<file path="config.mk">
export PLATFORM = sky130hd
export DESIGN_NAME = fpd_cell
export DESIGN_NICKNAME = d
export VERILOG_FILES = /design/src/rtl/fpd_pkg.sv /design/src/rtl/fpd_cell.sv
export SDC_FILE = /design/constraint.sdc
export NUM_CORES = 1
export LEC_CHECK = 0
export BUFFER_PORTS_ARGS = -buffer_cell sky130_fd_sc_hd__buf_2
export CORE_UTILIZATION = 52
export DETAILED_ROUTE_END_ITERATION = 10
export GPL_ROUTABILITY_DRIVEN = 0
export PLACE_DENSITY = 0.86
export SLEW_MARGIN = 40
export SYNTH_ARGS = -nofsm -noshare
export SYNTH_HDL_FRONTEND = slang
export SYNTH_SLANG_ARGS = --single-unit
export TNS_END_PERCENT = 10
</file>
<file path="constraint.sdc">
create_clock -name clock -period 6.04 [get_ports clock]
set_input_delay 0 -clock clock [delete_from_list [all_inputs] [get_ports clock]]
set_output_delay 0 -clock clock [all_outputs]
set_load 0.02 [all_outputs]
</file>
<file path="src/rtl/fpd_pkg.sv">
// Package: opcodes, payload types and pipeline constants for the fixed-point unit
`default_nettype none
package fpd_pkg;

   typedef enum logic [3:0] {
      OP_D6FLOOR = 4'd0, OP_D6CEIL = 4'd1, OP_D6ROUND = 4'd2, OP_D6TO16 = 4'd3,
      OP_DIV = 4'd4, OP_MUL16 = 4'd5, OP_FLOOR16 = 4'd6, OP_CEIL16 = 4'd7,
      OP_ROUND16 = 4'd8, OP_TO8 = 4'd9, OP_SMALLSCALE = 4'd10, OP_CANCONV = 4'd11
   } op_type;

   typedef struct packed {
      logic [3:0]         op;
      logic signed [31:0] operand_a;
      logic signed [31:0] operand_b;
   } req_type;

   typedef struct packed {
      logic signed [31:0] result;
      logic               fault;
   } rsp_type;

   // quotient bits for a 48-bit dividend magnitude
   localparam int QUO_W     = 48;
   localparam int DIV_W     = 32;
   localparam int DOT6_MAX  = 2097151;

   // Partial state handed from one divider cell to the next.
   typedef struct packed {
      logic              valid;
      logic [3:0]        op;
      logic [QUO_W-1:0]  dvd;   // remaining dividend bits, shifted up
      logic [DIV_W:0]    rem;   // partial remainder
      logic [DIV_W-1:0]  dvs;   // divisor magnitude
      logic              neg;   // quotient sign
      logic              dz;    // divide by zero
      logic signed [31:0] simple; // result of non-divide ops
      logic              sflt;  // fault of non-divide ops
   } cell_type;

endpackage
`default_nettype wire

</file>
<file path="src/rtl/fpd_cell.sv">
// One restoring-divide cell: develops one quotient bit and hands the item on
`default_nettype none
module fpd_cell
   import fpd_pkg::*;
(
   input  wire logic     clock,
   input  wire logic     reset,
   input  wire logic     advance,
   input  wire cell_type cell_in,
   output cell_type      cell_out
);
   cell_type cell_ff, cell_in_w;
   logic [DIV_W:0]   trial;
   logic [DIV_W+1:0] diff;

   always_comb begin
      cell_in_w = cell_in;
      trial = {cell_in.rem[DIV_W-1:0], cell_in.dvd[QUO_W-1]};
      diff  = {1'b0, trial} - {2'b00, cell_in.dvs};
      cell_in_w.dvd = {cell_in.dvd[QUO_W-2:0], ~diff[DIV_W+1]};
      cell_in_w.rem = diff[DIV_W+1] ? trial : diff[DIV_W:0];
   end

   always_ff @(posedge clock) begin
      if (reset) begin
         cell_ff.valid <= 1'b0;
      end else if (advance) begin
         cell_ff.valid <= cell_in.valid;
      end
      if (advance) begin
         cell_ff.op     <= cell_in_w.op;
         cell_ff.dvd    <= cell_in_w.dvd;
         cell_ff.rem    <= cell_in_w.rem;
         cell_ff.dvs    <= cell_in_w.dvs;
         cell_ff.neg    <= cell_in_w.neg;
         cell_ff.dz     <= cell_in_w.dz;
         cell_ff.simple <= cell_in_w.simple;
         cell_ff.sflt   <= cell_in_w.sflt;
      end
   end

   assign cell_out = cell_ff;
endmodule
`default_nettype wire

</file>
## Word-level counts from Yosys, hierarchy flattened

Index checks and enable logic that the tools add are counted.

| word-level totals | value |
|---|---|
| bits of input ports | 156 |
| logic and storage cells | 12 |
| flip-flop bits (word level) | 153 |
| output and inout port bits | 153 |

| operators by class | value |
|---|---|
| mux-type cells | 1 |
| add/sub/neg operators | 1 |
| bitwise gates (word level) | 1 |

Operator list:

| kind | count |
|---|---|
| 33-bit by 32-bit subtractor with 34-bit output | 1 |
| 33-bit two-way mux | 1 |
| 1-bit inverter | 1 |

## Longest topological paths before layout

| depth | value |
|---|---|
| word-level depth | 2 |
| depth in mapped cells | 13 |
| gate-level depth less buffers | 12 |

## Worst setup path before layout

No wires, ideal clock.

| timing | value |
|---|---|
| path kind | input port to flip-flop |
| from | in cell_in[147] (netlist bit) |
| to | reg cell_ff (netlist bit cell_out[87]) (data pin) |
| slack | 3.265 ns |
| library setup time | 0.260 ns |
| data required time | 5.780 ns |
| arrival | 2.515 ns |
| cell stages on the path | 12 |
| buffers on the path | 0 |
| cell sequence | inv_1 -> ha_1 -> inv_1 -> fa_1 -> a211o_1 -> a2111o_1 -> a41oi_2 -> o21ai_0 -> a21oi_1 -> o31ai_1 -> xor2_1 -> mux2_4 |

RTL lines:

| item | RTL line | text |
|---|---|---|
| start: declaration | fpd_cell.sv:9 | `input wire cell_type cell_in,` |
| end: declaration | fpd_cell.sv:12 | `cell_type cell_ff, cell_in_w;` |

==> metrics.md <==
| Metric | Value |
|---|---|
| GRT Overall Usage | `0.338` |
| Setup Buffers After CTS | `0` |
| CP delay by family, top | `compound AO/OA/AOI/OAI gates` |
| Routed WL per cell | `between 20 and 25 microns` |
| Outcome | `finished clean` |
| IO Count | `309` |
| Routed length on met3 | `1.62 mm` |
| Pwr Density | `287 nW/um^2` |
| CTS max path bufs | `2` |
| Synth Flop Type | `edfxtp_1` |
| Initial drt markers | `around 520` |
| CTS buffer count | `17` |
| Critical path type | `primary input to flip-flop` |
| Hold Vio Cnt, Final | `0` |
| Clock Tree Root | `clkbuf_16` |
| Drt first pass iters | `4` |
| Sequential cell area | `4580 sq um` |
| Nets | `~1.1k` |
| Initial antenna violation count | `5` |
| I/O Buffers | `307` |
| Dpl ws | `around 2800 ps` |
| F_max | `289 MHz` |
| Unrepaired setup endpoints after global routing | `false` |
| R2R Path Start | `cell_out[152]` |
| WL met1 | `8.56 mm` |
| Routed vias | `6,182` |
| Post-synth EDFFs | `152` |
| Async S/R FF share, synth | `0` |
| Total Routed Length | `23.7 mm` |
| Clock Power Share | `0.346` |
| Final design utilization | `0.821` |
| Aggregate global routing overflow | `0` |
| First-pass GRT wire length | `35.3 mm` |
| Top Layer Used | `met5` |
| Max reg flops | `around 150` |
| Clock Pin Slew Worst Setup and Hold Paths | `around 60 ps` |
| DIE AREA | `14,100 sq um` |
| Least-Margin Pin Slew | `822 ps` |
| Vias/cell | `about 5.4` |
| Post-route ant nets | `0` |
| CP Capture Type | `flip-flop` |
| Min cycle time layout | `3460 ps` |
| Critical Path Slowest Stage Cell | `dlygate4sd3_1` |
| CTS tree | `yes` |
| Seq/Total Area, Yosys | `0.645` |
| Setup Skew | `0 ps` |
| Core ar. | `13,300 sq um` |
| Syn avg cell area | `14.5 sq um` |
| DRC viols | `0` |
| Combinational power share | `0.231` |
| Crit path top cell by count | `inv_1` |
| Synthesized instance count | `490` |
| R2R Path End | `cell_out[152]` |
| Chip Width | `119 microns` |
| Design Power | `3.13 mW` |
| CTS Sinks | `153` |
| Library cells used by synthesis | `67` |
| Final setup TNS | `0 ps` |
| FP Rows | `42` |
| Worst Path Buf+Inv | `4` |
| Sequential share of power | `0.423` |
| CTS H-tree depth | `4` |
| # Max-Cap Violations | `0` |
| Final period utilization | `0.573` |
| Worst hold path type | `primary input to flip-flop` |
| Layout fillers | `718` |
| Hold path depth | `1` |
| Post-synthesis register bit count | `between 150 and 200` |
| Synth Net Count | `between 600 and 700` |
| Final number of setup-violating endpoints | `0` |
| DP Wirelength | `14.2 mm` |
| Initial Util | `0.535` |
| Net Sw Power | `0.874 mW` |
| WHS | `roughly 64 ps` |
| Startpoint Class | `primary input` |
| Met2 WL | `12.4 mm` |
| Cell-internal power | `2.26 mW` |
| Worst-Skew Late Latency | `410 ps` |
| CP max FO | `4` |
| VDD IR max | `0.180 mV` |
| WHS Endpoint | `cell_out[65]` |
| Post_cts resized | `0` |
| Worst Path Arrival | `3630 ps` |
| Reg2Reg Setup Slack | `4860 ps` |
| Synthesized cell area | `roughly 7100 sq um` |
| Final Slew Violations | `0` |
| Area growth syn-to-layout | `53.5%` |
| Multi-input logic area | `~2300 sq um` |
| Layout cells sized above 1 | `0.391` |
| Cells along the critical path | `dlygate4sd3_1 -> buf_2 -> inv_1 -> ha_1 -> inv_1 -> fa_1 -> a211o_1 -> a2111o_1 -> a41oi_2 -> o21ai_0 -> a21oi_1 -> o31ai_1 -> xor2_1 -> mux2_4` |
| Pin count of the biggest net entering global routing | `90` |
| Yosys warning count | `0` |
| Leak | `4.90 nW` |
| Sw frac | `0.279` |
| Crit-path max cell delay | `around 540 ps` |
| Hold path start | `advance` |
| Die Y | `around 120 microns` |
| Reg2Reg Depth | `3` |
| WP data required | `6210 ps` |
| Max_slew headroom | `0.452` |
| Final worst slack | `~2600 ps` |
| Number of global-route vias before repair | `6,429` |
## layout by cell type, fill, tap and decap left out, types with 10 or more instances in the layout
cell,instances
buf_2,306
edfxtp_1,152
dlygate4sd3_1,151
inv_1,43
ha_1,32
a21oi_1,27
nand2_1,23
a21o_1,18
mux2_4,18
nor2_1,17
clkbuf_16,17
xnor2_1,16
o21ai_0,15
mux2_2,11
o211ai_1,10
## power by group through the flow
| stage | Sequential, mW | Combinational [mW] | Clock (mW) |
|---|---|---|---|
| finish | 1.32 | 0.722 | 1.08 |
| global route | 1.33 | 0.762 | 1.14 |
| CTS | 1.32 | 0.704 | 1.08 |
| detailed placement | 1.34 | 0.619 | 0 |
| global placement | 1.33 | 0.605 | 0 |
| floorplan | 1.48 | 0.255 | 0 |
## worst max path at each step
stage | from | to | slack (ps) | cells past startpoint
final | cell_in[147] | cell_out[87] | 2580 | 14
after global routing | cell_in[147] | cell_out[89] | 2470 | 14
after CTS | cell_in[147] | cell_out[87] | 2640 | 14
after detailed placement | cell_in[147] | cell_out[87] | 2770 | 13
after global placement | cell_in[147] | cell_out[87] | 2750 | 13
after floorplan | cell_in[147] | cell_out[87] | 3260 | 12
## final cells by class
type | instances | area share
clock buffers | 21 | 0.0403
clock inverters | 11 | 0.0134
multi-input cells | 281 | 0.209
repair buffers | 459 | 0.281
diodes | 3 | 0.000688
inverters | 44 | 0.0154
well taps | 176 | 0.0202
flip-flops and latches | 153 | 0.420
## layer usage
| metal | vias up | global-route usage |
|---|---|---|
| met3 | 80 | 0.0857 |
| met2 | 331 | 0.610 |
| met1 | 2960 | 0.361 |
| met5 | - | 0 |
| met4 | 4 | 0.182 |
| li1 | 2807 | - |
## timing repair
action | in CTS | in global routing
endpoints found under the hold margin | 150 | 0
hold buffers | 151 | 0
setup endpoints to repair | 0 | 0
## cell families after synthesis
group | after synthesis | synth area share
simple gates | 76 | 0.0542
mux | 33 | 0.0610
compound gates | 114 | 0.116
flops | 153 | 0.645
xor+xnor | 25 | 0.0308
fa+ha+maj | 33 | 0.0591
buf+inv | 56 | 0.0343
## synth_stat cells (2+ instances only)
| cell type | count | area share |
|---|---|---|
| buf_6 | 4 | 0.0063 |
| and2_1 | 2 | 0.0018 |
| nand3_1 | 7 | 0.0049 |
| o31ai_1 | 6 | 0.0063 |
| a21oi_1 | 27 | 0.019 |
| nand2b_1 | 2 | 0.0018 |
| clkbuf_1 | 7 | 0.0037 |
| a21o_1 | 18 | 0.019 |
| o211ai_1 | 10 | 0.011 |
| mux2_2 | 11 | 0.017 |
| a211o_1 | 2 | 0.0025 |
| mux2i_1 | 4 | 0.0056 |
| nand4_1 | 3 | 0.0026 |
| a221o_1 | 3 | 0.0042 |
| a211oi_1 | 2 | 0.0021 |
| edfxtp_1 | 152 | 0.64 |
| o21ai_0 | 15 | 0.011 |
| o21bai_1 | 3 | 0.0032 |
| nor3_1 | 2 | 0.0014 |
| nor2b_1 | 6 | 0.0053 |
| xnor2_1 | 16 | 0.020 |
| o21a_1 | 2 | 0.0021 |
| nand2_1 | 23 | 0.012 |
| nor2_1 | 17 | 0.0090 |
| a21boi_0 | 2 | 0.0021 |
| mux2_4 | 18 | 0.038 |
| ha_1 | 32 | 0.056 |
| inv_1 | 43 | 0.023 |
| and3_1 | 3 | 0.0026 |
| xor2_1 | 9 | 0.011 |
| nand3b_1 | 3 | 0.0032 |
## metrics by stage
stage               std cells  area (sq um)
finish                   1148         10900
global route             1146         10900
CTS                      1145         10900
detailed placement        962          8810
global placement          962          8810
floorplan                 490          7110
Note: power is estimated with default switching activity, not from simulation.
